--- src/rtl/core/spectral_band_signal_detector_top_defines.svh ---
// Assertion macros shared by the detector RTL.
// Expects aclk and aresetn in the scope of each use; no other dependencies.
`ifndef SPECTRAL_BAND_SIGNAL_DETECTOR_TOP_DEFINES_SVH
`define SPECTRAL_BAND_SIGNAL_DETECTOR_TOP_DEFINES_SVH

// Consequent must hold in the same cycle as the antecedent
`define SBSD_ASSERT_SAME(label, ante, cons, msg) \
    label: assert property (@(posedge aclk) disable iff (!aresetn) (ante) |-> (cons)) \
        else $error(msg);

// Consequent must hold in the cycle after the antecedent
`define SBSD_ASSERT_NEXT(label, ante, cons, msg) \
    label: assert property (@(posedge aclk) disable iff (!aresetn) (ante) |=> (cons)) \
        else $error(msg);

`endif

--- src/rtl/core/sbsd_pkg.sv ---
// Shared types and constants for the three-band spectral power detector.
// No dependencies; used by sbsd_divider and spectral_band_signal_detector_top.
`default_nettype none

package sbsd_pkg;

    // Frame size default and fixed field widths
    localparam int unsigned FRAME_BINS_DEF = 1024;
    localparam int unsigned POWER_W        = 32;
    localparam int unsigned ACC_W          = 41;
    localparam int unsigned BAND_BINS_W    = 9;
    localparam int unsigned CSTART_W       = 10;
    localparam int unsigned ALPHA_W        = 17;
    localparam int unsigned CFG_IDX_W      = 3;
    localparam int unsigned CFG_DATA_W     = 32;
    localparam int unsigned PROD_W         = POWER_W + ALPHA_W;
    localparam int unsigned DIV_STEPS      = ACC_W;
    localparam int unsigned DIV_CNT_W      = $clog2(DIV_STEPS);

    // Band slots
    localparam int unsigned NUM_BANDS  = 3;
    localparam int unsigned BAND_IDX_W = 2;
    localparam logic [BAND_IDX_W-1:0] BAND_CENTRAL = 2'd0;
    localparam logic [BAND_IDX_W-1:0] BAND_LEFT    = 2'd1;
    localparam logic [BAND_IDX_W-1:0] BAND_RIGHT   = 2'd2;

    // Q1.16 unity and rounding constant
    localparam logic [ALPHA_W-1:0] ALPHA_ONE = 17'h10000;
    localparam logic [PROD_W-1:0]  IIR_ROUND = 49'd32768;

    // Configuration register indexes
    typedef enum logic [CFG_IDX_W-1:0] {
        CFG_CARRIER_MODE   = 3'd0,
        CFG_AVERAGE_ENABLE = 3'd1,
        CFG_BAND_BINS      = 3'd2,
        CFG_CENTRAL_START  = 3'd3,
        CFG_THRESHOLD      = 3'd4,
        CFG_IIR_ALPHA      = 3'd5
    } cfg_index_t;

    // Divider request and response
    typedef struct packed {
        logic                   start;
        logic [ACC_W-1:0]       dividend;
        logic [BAND_BINS_W-1:0] divisor;
    } div_req_t;

    typedef struct packed {
        logic               busy;
        logic               done;
        logic [POWER_W-1:0] quotient;
    } div_rsp_t;

endpackage

`default_nettype wire

--- src/rtl/core/spectral_band_signal_detector_top.sv ---
// Three-band spectral power detector.
// Input channel s_* takes one power bin per transaction; s_last_bin closes a frame.
// Result channel m_* gives one transaction per frame: detection flag, start marker
// and the central, left and right band levels used in the decision.
// Config channel cfg_* writes one register per transaction; always ready.
// While accumulating, a bin is taken whenever s_valid is high. After the last bin
// the block drops s_ready and runs a small sequencer over the three bands. In mean
// mode each band is issued to a shared bit-serial divider (ST_LEVEL) and waits for
// its quotient (ST_DIV_WAIT), then passes through ST_FILTER, or with averaging on
// through ST_FILTER, ST_MUL_NEW and ST_SUM on one shared 32x17 multiplier. In peak
// mode or with zero band width the divider is skipped. s_ready stays low until the
// result is written to the output register, including any wait for room there.
// The result sits in an output register; the next frame's bins are taken while it
// waits, and only a second finished result stalls on a full output register.
// Reset returns registers to their defaults, clears accumulators and filter
// state, arms the start marker and empties the output register.
// Writing carrier_mode, average_enable or iir_alpha clears the filter outputs.
`default_nettype none
`include "spectral_band_signal_detector_top_defines.svh"

module spectral_band_signal_detector_top #(
    parameter int unsigned FRAME_BINS = sbsd_pkg::FRAME_BINS_DEF
) (
    input  wire logic                              aclk,
    input  wire logic                              aresetn,
    // configuration writes
    input  wire logic                              cfg_valid,
    output logic                                   cfg_ready,
    input  wire logic [sbsd_pkg::CFG_IDX_W-1:0]    cfg_index,
    input  wire logic [sbsd_pkg::CFG_DATA_W-1:0]   cfg_data,
    // bin stream
    input  wire logic                              s_valid,
    output logic                                   s_ready,
    input  wire logic [sbsd_pkg::POWER_W-1:0]      s_bin_power,
    input  wire logic                              s_last_bin,
    // per-frame results
    output logic                                   m_valid,
    input  wire logic                              m_ready,
    output logic                                   m_detected,
    output logic                                   m_start_marker,
    output logic [sbsd_pkg::POWER_W-1:0]           m_central_level,
    output logic [sbsd_pkg::POWER_W-1:0]           m_left_level,
    output logic [sbsd_pkg::POWER_W-1:0]           m_right_level
);
    import sbsd_pkg::*;

    localparam int unsigned PW = $clog2(FRAME_BINS + 1);
    localparam int unsigned CW = ((PW > 11) ? PW : 11) + 1;

    typedef enum logic [6:0] {
        ST_ACCUM    = 7'b0000001,
        ST_LEVEL    = 7'b0000010,
        ST_DIV_WAIT = 7'b0000100,
        ST_FILTER   = 7'b0001000,
        ST_MUL_NEW  = 7'b0010000,
        ST_SUM      = 7'b0100000,
        ST_DECIDE   = 7'b1000000
    } state_t;

    state_t state_reg, state_next;

    // configuration registers
    logic                   carrier_reg, carrier_next;
    logic                   avg_en_reg, avg_en_next;
    logic [BAND_BINS_W-1:0] bb_reg, bb_next;
    logic [CSTART_W-1:0]    cs_reg, cs_next;
    logic [POWER_W-1:0]     thr_reg, thr_next;
    logic [ALPHA_W-1:0]     alpha_reg, alpha_next;

    // frame state
    logic [PW-1:0]          pos_reg, pos_next;
    logic [ACC_W-1:0]       acc_reg [NUM_BANDS], acc_next [NUM_BANDS];
    logic [POWER_W-1:0]     avg_reg [NUM_BANDS], avg_next [NUM_BANDS];
    logic [POWER_W-1:0]     lv_reg [NUM_BANDS], lv_next [NUM_BANDS];
    logic                   armed_reg, armed_next;

    // sequencer datapath
    logic [BAND_IDX_W-1:0]  idx_reg, idx_next;
    logic [POWER_W-1:0]     level_reg, level_next;
    logic [PROD_W-1:0]      prod_reg, prod_next;
    logic [PROD_W-1:0]      sum_reg, sum_next;

    // output register
    logic                   m_valid_reg, m_valid_next;
    logic                   det_reg, det_next;
    logic                   marker_reg, marker_next;
    logic [POWER_W-1:0]     out_lv_reg [NUM_BANDS], out_lv_next [NUM_BANDS];

    div_req_t               div_req;
    div_rsp_t               div_rsp;

    logic [CW-1:0]          p_w, cs_w, bb_w;
    logic                   in_band [NUM_BANDS];
    logic [ALPHA_W-1:0]     a_eff, a_inv;
    logic [POWER_W-1:0]     mul_a;
    logic [ALPHA_W-1:0]     mul_b;
    logic [PROD_W-1:0]      mul_prod;
    logic [PROD_W-1:0]      iir_sum;
    logic [POWER_W:0]       diff_l, diff_r;
    logic                   det;
    logic [ACC_W-1:0]       x_ext;

    // band membership of the current bin position
    always_comb begin
        p_w  = CW'(pos_reg);
        cs_w = CW'(cs_reg);
        bb_w = CW'(bb_reg);
        in_band[BAND_CENTRAL] = (p_w >= cs_w) && (p_w < cs_w + bb_w);
        in_band[BAND_LEFT]    = (p_w + bb_w + 1'b1 >= cs_w) && (p_w + 1'b1 < cs_w);
        in_band[BAND_RIGHT]   = (p_w >= cs_w + bb_w + 1'b1)
                             && (p_w < cs_w + bb_w + bb_w + 1'b1);
    end

    // shared multiplier: old average times (1 - a), then new level times a
    assign a_eff    = (alpha_reg > ALPHA_ONE) ? ALPHA_ONE : alpha_reg;
    assign a_inv    = ALPHA_ONE - a_eff;
    assign mul_a    = (state_reg == ST_FILTER) ? avg_reg[idx_reg] : level_reg;
    assign mul_b    = (state_reg == ST_FILTER) ? a_inv : a_eff;
    assign mul_prod = PROD_W'(mul_a) * PROD_W'(mul_b);
    assign iir_sum  = sum_reg + prod_reg;

    // detection: central above each side by more than threshold
    assign diff_l = {1'b0, lv_reg[BAND_CENTRAL]} - {1'b0, lv_reg[BAND_LEFT]};
    assign diff_r = {1'b0, lv_reg[BAND_CENTRAL]} - {1'b0, lv_reg[BAND_RIGHT]};
    assign det    = !diff_l[POWER_W] && (diff_l[POWER_W-1:0] > thr_reg)
                 && !diff_r[POWER_W] && (diff_r[POWER_W-1:0] > thr_reg);

    assign x_ext = ACC_W'(s_bin_power);

    // divider request
    assign div_req.start    = (state_reg == ST_LEVEL) && !carrier_reg && (bb_reg != '0);
    assign div_req.dividend = acc_reg[idx_reg];
    assign div_req.divisor  = bb_reg;

    sbsd_divider u_divider (
        .aclk    (aclk),
        .aresetn (aresetn),
        .req     (div_req),
        .rsp     (div_rsp)
    );

    // sequencer and register updates
    always_comb begin
        state_next   = state_reg;
        carrier_next = carrier_reg;
        avg_en_next  = avg_en_reg;
        bb_next      = bb_reg;
        cs_next      = cs_reg;
        thr_next     = thr_reg;
        alpha_next   = alpha_reg;
        pos_next     = pos_reg;
        armed_next   = armed_reg;
        idx_next     = idx_reg;
        level_next   = level_reg;
        prod_next    = prod_reg;
        sum_next     = sum_reg;
        m_valid_next = m_valid_reg;
        det_next     = det_reg;
        marker_next  = marker_reg;
        for (int b = 0; b < NUM_BANDS; b++) begin
            acc_next[b]    = acc_reg[b];
            avg_next[b]    = avg_reg[b];
            lv_next[b]     = lv_reg[b];
            out_lv_next[b] = out_lv_reg[b];
        end

        // result taken downstream
        if (m_valid_reg && m_ready) begin
            m_valid_next = 1'b0;
        end

        unique case (state_reg)
            ST_ACCUM: begin
                if (s_valid) begin
                    if (pos_reg < PW'(FRAME_BINS)) begin
                        for (int b = 0; b < NUM_BANDS; b++) begin
                            if (in_band[b]) begin
                                if (carrier_reg) begin
                                    if (x_ext > acc_reg[b]) begin
                                        acc_next[b] = x_ext;
                                    end
                                end else begin
                                    acc_next[b] = acc_reg[b] + x_ext;
                                end
                            end
                        end
                        pos_next = pos_reg + 1'b1;
                    end
                    if (s_last_bin) begin
                        idx_next   = BAND_CENTRAL;
                        state_next = ST_LEVEL;
                    end
                end
            end
            ST_LEVEL: begin
                if (carrier_reg) begin
                    level_next = acc_reg[idx_reg][POWER_W-1:0];
                    state_next = ST_FILTER;
                end else if (bb_reg == '0) begin
                    level_next = '0;
                    state_next = ST_FILTER;
                end else begin
                    state_next = ST_DIV_WAIT;
                end
            end
            ST_DIV_WAIT: begin
                if (div_rsp.done) begin
                    level_next = div_rsp.quotient;
                    state_next = ST_FILTER;
                end
            end
            ST_FILTER: begin
                if (avg_en_reg) begin
                    prod_next  = mul_prod;
                    state_next = ST_MUL_NEW;
                end else begin
                    lv_next[idx_reg] = level_reg;
                    if (idx_reg == BAND_RIGHT) begin
                        state_next = ST_DECIDE;
                    end else begin
                        idx_next   = idx_reg + 1'b1;
                        state_next = ST_LEVEL;
                    end
                end
            end
            ST_MUL_NEW: begin
                sum_next   = prod_reg + IIR_ROUND;
                prod_next  = mul_prod;
                state_next = ST_SUM;
            end
            ST_SUM: begin
                avg_next[idx_reg] = iir_sum[POWER_W+15:16];
                lv_next[idx_reg]  = iir_sum[POWER_W+15:16];
                if (idx_reg == BAND_RIGHT) begin
                    state_next = ST_DECIDE;
                end else begin
                    idx_next   = idx_reg + 1'b1;
                    state_next = ST_LEVEL;
                end
            end
            ST_DECIDE: begin
                // wait for room in the output register
                if (!m_valid_reg || m_ready) begin
                    m_valid_next = 1'b1;
                    det_next     = det;
                    marker_next  = det && armed_reg;
                    armed_next   = !det;
                    for (int b = 0; b < NUM_BANDS; b++) begin
                        out_lv_next[b] = lv_reg[b];
                        acc_next[b]    = '0;
                    end
                    pos_next   = '0;
                    state_next = ST_ACCUM;
                end
            end
            default: begin
                state_next = ST_ACCUM;
            end
        endcase

        // configuration writes
        if (cfg_valid) begin
            unique case (cfg_index)
                CFG_CARRIER_MODE: begin
                    carrier_next = cfg_data[0];
                    for (int b = 0; b < NUM_BANDS; b++) avg_next[b] = '0;
                end
                CFG_AVERAGE_ENABLE: begin
                    avg_en_next = cfg_data[0];
                    for (int b = 0; b < NUM_BANDS; b++) avg_next[b] = '0;
                end
                CFG_BAND_BINS:     bb_next  = cfg_data[BAND_BINS_W-1:0];
                CFG_CENTRAL_START: cs_next  = cfg_data[CSTART_W-1:0];
                CFG_THRESHOLD:     thr_next = cfg_data[POWER_W-1:0];
                CFG_IIR_ALPHA: begin
                    alpha_next = cfg_data[ALPHA_W-1:0];
                    for (int b = 0; b < NUM_BANDS; b++) avg_next[b] = '0;
                end
                default: begin
                end
            endcase
        end
    end

    always_ff @(posedge aclk) begin
        if (!aresetn) begin
            state_reg   <= ST_ACCUM;
            carrier_reg <= 1'b0;
            avg_en_reg  <= 1'b0;
            bb_reg      <= BAND_BINS_W'(16);
            cs_reg      <= CSTART_W'(496);
            thr_reg     <= POWER_W'(65536);
            alpha_reg   <= ALPHA_W'(6554);
            pos_reg     <= '0;
            armed_reg   <= 1'b1;
            idx_reg     <= BAND_CENTRAL;
            m_valid_reg <= 1'b0;
            for (int b = 0; b < NUM_BANDS; b++) begin
                acc_reg[b] <= '0;
                avg_reg[b] <= '0;
            end
        end else begin
            state_reg   <= state_next;
            carrier_reg <= carrier_next;
            avg_en_reg  <= avg_en_next;
            bb_reg      <= bb_next;
            cs_reg      <= cs_next;
            thr_reg     <= thr_next;
            alpha_reg   <= alpha_next;
            pos_reg     <= pos_next;
            armed_reg   <= armed_next;
            idx_reg     <= idx_next;
            m_valid_reg <= m_valid_next;
            for (int b = 0; b < NUM_BANDS; b++) begin
                acc_reg[b] <= acc_next[b];
                avg_reg[b] <= avg_next[b];
            end
        end
        level_reg  <= level_next;
        prod_reg   <= prod_next;
        sum_reg    <= sum_next;
        det_reg    <= det_next;
        marker_reg <= marker_next;
        for (int b = 0; b < NUM_BANDS; b++) begin
            lv_reg[b]     <= lv_next[b];
            out_lv_reg[b] <= out_lv_next[b];
        end
    end

    // ports
    assign cfg_ready       = 1'b1;
    assign s_ready         = (state_reg == ST_ACCUM);
    assign m_valid         = m_valid_reg;
    assign m_detected      = det_reg;
    assign m_start_marker  = marker_reg;
    assign m_central_level = out_lv_reg[BAND_CENTRAL];
    assign m_left_level    = out_lv_reg[BAND_LEFT];
    assign m_right_level   = out_lv_reg[BAND_RIGHT];

    `SBSD_ASSERT_NEXT(a_last_bin_stalls, s_valid && s_ready && s_last_bin, !s_ready, "input open after frame end")
    `SBSD_ASSERT_SAME(a_marker_needs_det, m_valid, !m_start_marker || m_detected, "marker without detection")
    `SBSD_ASSERT_SAME(a_div_start_idle, div_req.start, !div_rsp.busy, "divider restarted while busy")
    `SBSD_ASSERT_SAME(a_band_idx_range, state_reg != ST_ACCUM, idx_reg != 2'd3, "band index out of range")

endmodule

`default_nettype wire

--- src/rtl/core/sbsd_divider.sv ---
// Bit-serial restoring divider: 41-bit accumulator by 9-bit band width.
// Depends on sbsd_pkg and the assertion macro header.
`default_nettype none
`include "spectral_band_signal_detector_top_defines.svh"

module sbsd_divider (
    input  wire logic               aclk,
    input  wire logic               aresetn,
    input  wire sbsd_pkg::div_req_t req,
    output sbsd_pkg::div_rsp_t      rsp
);
    import sbsd_pkg::*;

    logic                   busy_reg, busy_next;
    logic                   done_reg, done_next;
    logic [DIV_CNT_W-1:0]   count_reg, count_next;
    logic [BAND_BINS_W-1:0] rem_reg, rem_next;
    logic [ACC_W-1:0]       quot_reg, quot_next;
    logic [BAND_BINS_W-1:0] divisor_reg, divisor_next;

    logic [BAND_BINS_W:0]   shifted;
    logic                   ge;

    // One quotient bit per cycle, MSB first
    always_comb begin
        busy_next    = busy_reg;
        done_next    = 1'b0;
        count_next   = count_reg;
        rem_next     = rem_reg;
        quot_next    = quot_reg;
        divisor_next = divisor_reg;

        shifted = {rem_reg, quot_reg[ACC_W-1]};
        ge      = shifted >= {1'b0, divisor_reg};

        if (req.start) begin
            busy_next    = 1'b1;
            count_next   = DIV_CNT_W'(DIV_STEPS - 1);
            rem_next     = '0;
            quot_next    = req.dividend;
            divisor_next = req.divisor;
        end else if (busy_reg) begin
            rem_next  = ge ? BAND_BINS_W'(shifted - {1'b0, divisor_reg})
                           : shifted[BAND_BINS_W-1:0];
            quot_next = {quot_reg[ACC_W-2:0], ge};
            if (count_reg == '0) begin
                busy_next = 1'b0;
                done_next = 1'b1;
            end else begin
                count_next = count_reg - 1'b1;
            end
        end
    end

    always_ff @(posedge aclk) begin
        if (!aresetn) begin
            busy_reg <= 1'b0;
            done_reg <= 1'b0;
        end else begin
            busy_reg <= busy_next;
            done_reg <= done_next;
        end
        count_reg   <= count_next;
        rem_reg     <= rem_next;
        quot_reg    <= quot_next;
        divisor_reg <= divisor_next;
    end

    assign rsp.busy     = busy_reg;
    assign rsp.done     = done_reg;
    assign rsp.quotient = quot_reg[POWER_W-1:0];

    `SBSD_ASSERT_NEXT(a_div_start_busy, req.start, rsp.busy, "divider did not start")
    `SBSD_ASSERT_NEXT(a_div_done_pulse, rsp.done, !rsp.done, "divider done held")
    `SBSD_ASSERT_SAME(a_div_done_idle, rsp.done, !rsp.busy, "divider done while busy")

endmodule

`default_nettype wire

--- config.mk ---
export PLATFORM = sky130hd
export DESIGN_NAME = spectral_band_signal_detector_top
export DESIGN_NICKNAME = d
export VERILOG_FILES = /design/src/rtl/core/sbsd_pkg.sv /design/src/rtl/core/spectral_band_signal_detector_top.sv /design/src/rtl/core/sbsd_divider.sv
export VERILOG_INCLUDE_DIRS = /design/src /design/src/rtl/core
export SDC_FILE = /design/constraint.sdc
export NUM_CORES = 2
export LEC_CHECK = 0
export BUFFER_PORTS_ARGS = -buffer_cell sky130_fd_sc_hd__buf_2
export CAP_MARGIN = 20
export CORE_ASPECT_RATIO = 0.7
export CORE_UTILIZATION = 45
export CTS_BUF_LIST = sky130_fd_sc_hd__clkbuf_16
export CTS_CLUSTER_SIZE = 14
export DETAILED_ROUTE_END_ITERATION = 8
export PLACE_DENSITY = 0.62
export SETUP_SLACK_MARGIN = 0.5
export SLEW_MARGIN = 10
export SYNTH_ARGS = -nofsm -noshare
export SYNTH_HDL_FRONTEND = slang
export SYNTH_SLANG_ARGS = --single-unit
export TNS_END_PERCENT = 5
--- constraint.sdc ---
create_clock -name aclk -period 10.6 [get_ports aclk]
set_clock_uncertainty 0.15 [all_clocks]
set_input_delay 2.12 -clock aclk [delete_from_list [all_inputs] [get_ports aclk]]
set_output_delay 2.12 -clock aclk [all_outputs]
set_load 0.02 [all_outputs]
# After elaboration in Yosys (flattened, before gate mapping)
# Memory sizes are Yosys's and may differ from the RTL's. A register that Yosys moved wholly into a read port is not among the register bits.
# Cells that the tools add are included.
[totals]
regBits = 289
ram_bits = 411
inputBits = 73
wordCells = 211
out_inout_bits = 101
memories = 4
[mem_list]
columns = ["memory", "words", "word_bits", "read_ports", "rd_clocked_by_memory_dff", "write_ports", "line_no", "rtl"]
rows = [
  ["acc_reg", 3, 41, 4, 1, 3, "spectral_band_signal_detector_top.sv:72", "logic [ACC_W-1:0] acc_reg [NUM_BANDS], acc_next [NUM_BANDS];"],
  ["avg_reg", 3, 32, 4, 1, 3, "spectral_band_signal_detector_top.sv:73", "logic [POWER_W-1:0] avg_reg [NUM_BANDS], avg_next [NUM_BANDS];"],
  ["lv_reg", 3, 32, 3, 0, 3, "spectral_band_signal_detector_top.sv:74", "logic [POWER_W-1:0] lv_reg [NUM_BANDS], lv_next [NUM_BANDS];"],
  ["out_lv_reg", 3, 32, 3, 0, 3, "spectral_band_signal_detector_top.sv:87", "logic [POWER_W-1:0] out_lv_reg [NUM_BANDS], out_lv_next [NUM_BANDS];"],
]
[op_classes]
order_cmp = 16
n_eq_ne = 23
addsub = 19
n_mux = 74
n_mul = 1
bitwise_logic = 10
n_reduce_logical = 42
[op_table]
columns = ["op", "count"]
rows = [
  ["$mux 96", 6],
  ["$mux 41", 14],
  ["$mux 123", 3],
  ["$bwmux 96", 3],
  ["$mux 32", 8],
  ["$pmux 123 s2", 1],
  ["$pmux 96 s2", 1],
  ["$add 41x32->41", 3],
  ["$gt 32x41->1", 3],
  ["$pmux 48 s2", 1],
  ["$sub 32x32->33", 2],
  ["$demux 32 s2", 1],
  ["$gt 32x32->1", 2],
  ["$pmux 32 s2", 1],
  ["$pmux 7 s7", 1],
  ["$add 48x16->48 const B", 1],
  ["$add 48x48->48", 1],
  ["$mul 32x17->48", 1],
  ["$mux 48", 1],
  ["$mux 7", 6],
  ["$add 12x1->12 const B", 3],
  ["$mux 17", 2],
  ["$mux 11", 3],
  ["$add 11x9->12", 2],
  ["54 further kinds", 115],
]

# Longest topological paths before layout
[depth]
word_depth = 10
mapped_depth = 39
depth_no_buf = 36

# Cells and area by module
# A second synthesis with hierarchy kept.
[unflattened]
cells_unflattened = 7213
hier_area_um2 = 63073.0
[modules_own_cells]
columns = ["module", "seq_area_each_um2", "instances", "area_per_inst_um2", "cells_per_inst"]
rows = [
  ["spectral_band_signal_detector_top", 15935.3, 1, 59618.4, 6936],
  ["sbsd_divider", 1841.8, 1, 3454.6, 277],
]

# Worst setup path after synthesis
# No wires, ideal clock.
[synth_path]
path_type = "reg2reg"
start = "register alpha_reg[10]"
end = "register prod_reg[46] (data pin)"
path_stages_with_launch = 35
path_slack_ns = 0.814
period_less_slack_ns = 9.786
setup_time_ns = 0.258
t_required_ns = 10.192
arrival_ns = 9.378
path_buffers = 2
cell_sequence = "dfxtp_1 -> or4_1 -> or3_1 -> o31ai_2 -> and2_1 -> clkbuf_1 -> inv_1 -> ha_1 -> o21ai_0 -> o21bai_1 -> or3_1 -> a21oi_1 -> a311oi_1 -> clkbuf_1 -> nand2_1 -> fa_1 -> inv_1 -> fa_1 -> fa_1 -> fa_1 -> fa_1 -> inv_1 -> fa_1 -> inv_1 -> ha_1 -> a21o_1 -> o21a_1 -> a311oi_1 -> a31oi_1 -> a31oi_1 -> o32ai_1 -> or4_1 -> a31o_2 -> a21oi_1 -> xnor2_1"
[synth_between]
elab_chain_len = 7
[synth_lines]
columns = ["element", "line_no", "rtl"]
rows = [
  ["start, declared", "spectral_band_signal_detector_top.sv:68", "logic [ALPHA_W-1:0] alpha_reg, alpha_next;"],
  ["start signal, assigned", "spectral_band_signal_detector_top.sv:309", "alpha_reg <= alpha_next;"],
  ["$gt 17x17->1", "spectral_band_signal_detector_top.sv:115", "assign a_eff = (alpha_reg > ALPHA_ONE) ? ALPHA_ONE : alpha_reg;"],
  ["$mux 17 (*)", "spectral_band_signal_detector_top.sv:115", ""],
  ["$sub 17x17->17", "spectral_band_signal_detector_top.sv:116", "assign a_inv = ALPHA_ONE - a_eff;"],
  ["$mux 17 (*)", "spectral_band_signal_detector_top.sv:118", "assign mul_b = (state_reg == ST_FILTER) ? a_inv : a_eff;"],
  ["$mul 32x17->48 (*)", "spectral_band_signal_detector_top.sv:119", "assign mul_prod = PROD_W'(mul_a) * PROD_W'(mul_b);"],
  ["named net mul_prod[46]", "spectral_band_signal_detector_top.sv:97", "logic [PROD_W-1:0] mul_prod;"],
  ["$mux 48", "spectral_band_signal_detector_top.sv:213", "if (avg_en_reg) begin"],
  ["$pmux 48 s2 (*)", "spectral_band_signal_detector_top.sv:172", "unique case (state_reg)"],
  ["end signal, assigned", "spectral_band_signal_detector_top.sv:320", "prod_reg <= prod_next;"],
  ["end, declared", "spectral_band_signal_detector_top.sv:80", "logic [PROD_W-1:0] prod_reg, prod_next;"],
]
# The timed path passes the listed nets; every way through them passes the cells marked *. The select of a mux whose other input is x is not followed.
# A chain may end at the register's enable or synchronous reset.

# Worst setup path in the final report
[layout_path]
start = "register alpha_reg[11]"
end = "register prod_reg[46] (data pin)"
# Same word-level chain as after synthesis.

==> impl_metrics.toml <==
[timing]
grt_setup_unrepaired = "true"
fmax_mhz = 103.0
hold_violations = 0
min_period_ns = 9.712
setup_viol = 0
period_share = 0.9163
slew_viol_final = 0
tightest_slew_ns = 1.188
finalSetupTns_ns = 0
hold_ws_ns = 0.3022
max-slew-margin-rel = 0.2027

[global_routing]
grtUsageTotal = 0.2829
grt_max_degree = 97
grt_pass1_wl_um = 305800
antenna_found_initial = 18
grt_overflow_total = 0
grt_pass1_vias = 49780

[synth]
syn_inst = 7194
synth_top_cell_area_share = 0.1782
yosys-top-cells-area = "edfxtp_1 18%, fa_1 15%, ha_1 12%"
synth-main-ff-cell = "edfxtp_1"
yosys.area.top_type = "edfxtp_1"
ys_seq_elements = 702
netlist_area_um2 = 62670
seq_area_frac_synth = 0.2837
syn-num-nets = 8318
synth_edf_count = 372
synth.distinct_cells = 90
synth-async-reset-ratio = 0
avgSynthCellArea_um2 = 8.711
yosysWarnings = 0

[floorplanning]
dieHeight_um = 314.2
boundaryPins = 174
rows = 114
start_util = 0.4539
die_w_um = 448.0
die-area_um2 = 140800
core_area_um2 = 138100

[power_and_ir_drop]
clockPowerShare = 0.369
p_int_mw = 4.859
p_per_area_nw_per_um2 = 103.6
p_leak_nw = 29.36
ir_worst_vdd_mv = 0.1011
comb_power_share = 0.198
swShare = 0.3131
seqPwrFrac = 0.433
netSwitchingPower_mw = 2.215

[clock_network]
cts_made_buffers = 75
clkSinkCount = 702
clock_latency_ns = 0.70
root_buffer = "clkbuf_16"
clockBufferDepth = 3
htreeDepth = 3
clkTransAtPathRegs_ns = 0.07
postCtsHoldBufs = 0
tritoncts = "yes"

[critical_path]
crit_type = "reg2reg"
r2r-start = "alpha_reg[11]"
critical_path.most_common_cell = "fa_1"
cp_num_buf_inv = 3
critPathLaunchType = "flop"
critical-path-top-delay-family = "adder cells"
worst-r2r-cell-count = 31
startpoint = "alpha_reg[11]"
endpoint_kind = "flop"
cpPeakStageDelay_ns = 0.59
cp_data_required_time_ns = 10.90
cp_max_fo = 9
crit_path_top_delay_cell = "fa_1"
cp_num_cells = 31
cp.arrival_ns = 10.02

[worst_hold_path]
min_path_type = "reg2reg"
worstHoldStart = "lv_reg[0][71]"
holdPathStages = 0

[final_layout]
final_cell_mix = "952 x inv_1, 906 x nand2_1, 594 x ha_1"
layout_commonest_cell = "inv_1"
fin_area_um2 = 68310
fin_cells = 9186
largest_reg_flops = 123
seq_area_um2 = 17790
multi_input_area_um2 = 40490
area_delta_synth_final_pct = 9.002
nFillCells = 13150
fin_nets = 8386
drive_gt1_frac = 0.06527

[route]
drt_first_pass_iters = 8
vias = 52650
wl_per_cell_um = 21.90
vias_per_cell = 5.732
drtIter0Drc = 5559
drcViolationCount = 0
highest_layer = "met4"
finalWirelength_um = 201200
dr_wl_met2_um = 78180
ant_nets = 0
wl_met3_um = 20660
met1Wirelength_um = 98560

[placement]
placed_area_um2 = 65690
gp_congestion = 0.9667
dpl.cell_count = 9027
hpwl_um = 158500
port_buffers = 172

[run]
maxCapViolCount = 0

[run_status]
outcome = "finished, final reports clean"
power by group through the flow:
stage	clock network, mW	registers (mW)	logic, mW
global placement	0	3.12	1.34
global route	2.75	3.08	1.55
finish	2.61	3.06	1.40
floorplan	0	3.09	0.981
CTS	2.64	3.06	1.37
detailed placement	0	3.12	1.36
worst paths after layout:
path / to / slack [ns]
setup / recovery: prod_reg[46] / 0.89
hold / removal: out_lv_reg[0][71] / 0.30
setup reg to reg: prod_reg[46] / 0.89
hold reg to reg: out_lv_reg[0][71] / 0.30
synthesized netlist by cell type (54+ instances only):
cell type	count
ha_1	594
nand3_1	154
o21a_1	79
nor3_1	83
mux2i_1	95
edfxtp_1	372
xor2_1	95
nor2b_1	116
o31ai_1	74
o21ai_0	292
a21oi_1	559
clkbuf_1	262
a21o_1	129
nand2b_1	54
inv_1	937
and2_1	117
fa_1	457
dfxtp_1	330
nand2_1	908
xnor2_1	208
nor2_1	544
nand4_1	68
o211ai_1	66
metrics by stage:
stage,util,power (mW),setup WS [ns]
floorplan,-,4.068,0.8140
finish,0.4947,7.074,0.8876
CTS,0.4934,7.075,0.5233
detailed placement,0.4758,4.475,0.3985
global route,0.4947,7.381,0.4404
global placement,0.4758,4.454,0.5665
logic make-up (layout without fill, tap and decap cells):
group                      Yosys count  count (layout)  synth area share
muxes                               97              97           0.01553
AOI/OAI and AO/OA                 1565            1565            0.1563
xor gates and xnor gates           303             303           0.04235
buffers and inverters             1234            1363           0.07423
adders and majority gates         1051            1051            0.2646
other                                1               8        0.00005984
and+or+nand+nor                   2241            2241            0.1633
DFF                                702             702            0.2837
worst register-to-register path: cells and delay by family (launching register included):
family,cells,cell delay [ns]
buffers and inverters,3,0.18
and+or+nand+nor,5,1.74
adders and majority gates,8,3.54
AOI/OAI and AO/OA,14,3.42
xor gates and xnor gates,1,0.08
DFF,1,0.39
metal layers:
metal / track usage / vias up
met4: 0.05973 / 0
li1: - / 24460
met5: 0 / -
met3: 0.05663 / 205
met2: 0.3825 / 2332
met1: 0.4542 / 25660
cell type report:
cell class,count,share of cell area
Inverter,939,0.05167
Antenna cell,7,0.0002564
Tap cell,1856,0.03400
Clock buffer,77,0.02821
Timing Repair Buffer,286,0.02599
Multi-Input combinational cell,5258,0.5928
Clock inverter,61,0.006740
Sequential cell,702,0.2604
what timing repair did:
item	CTS	global route
setup endpoints to repair	2	14
resized for setup	1	13
endpoints found under the hold margin	0	0
pin swaps	1	5
buffers inserted	4	7
No activity file was read; power rests on OpenSTA's default activity.
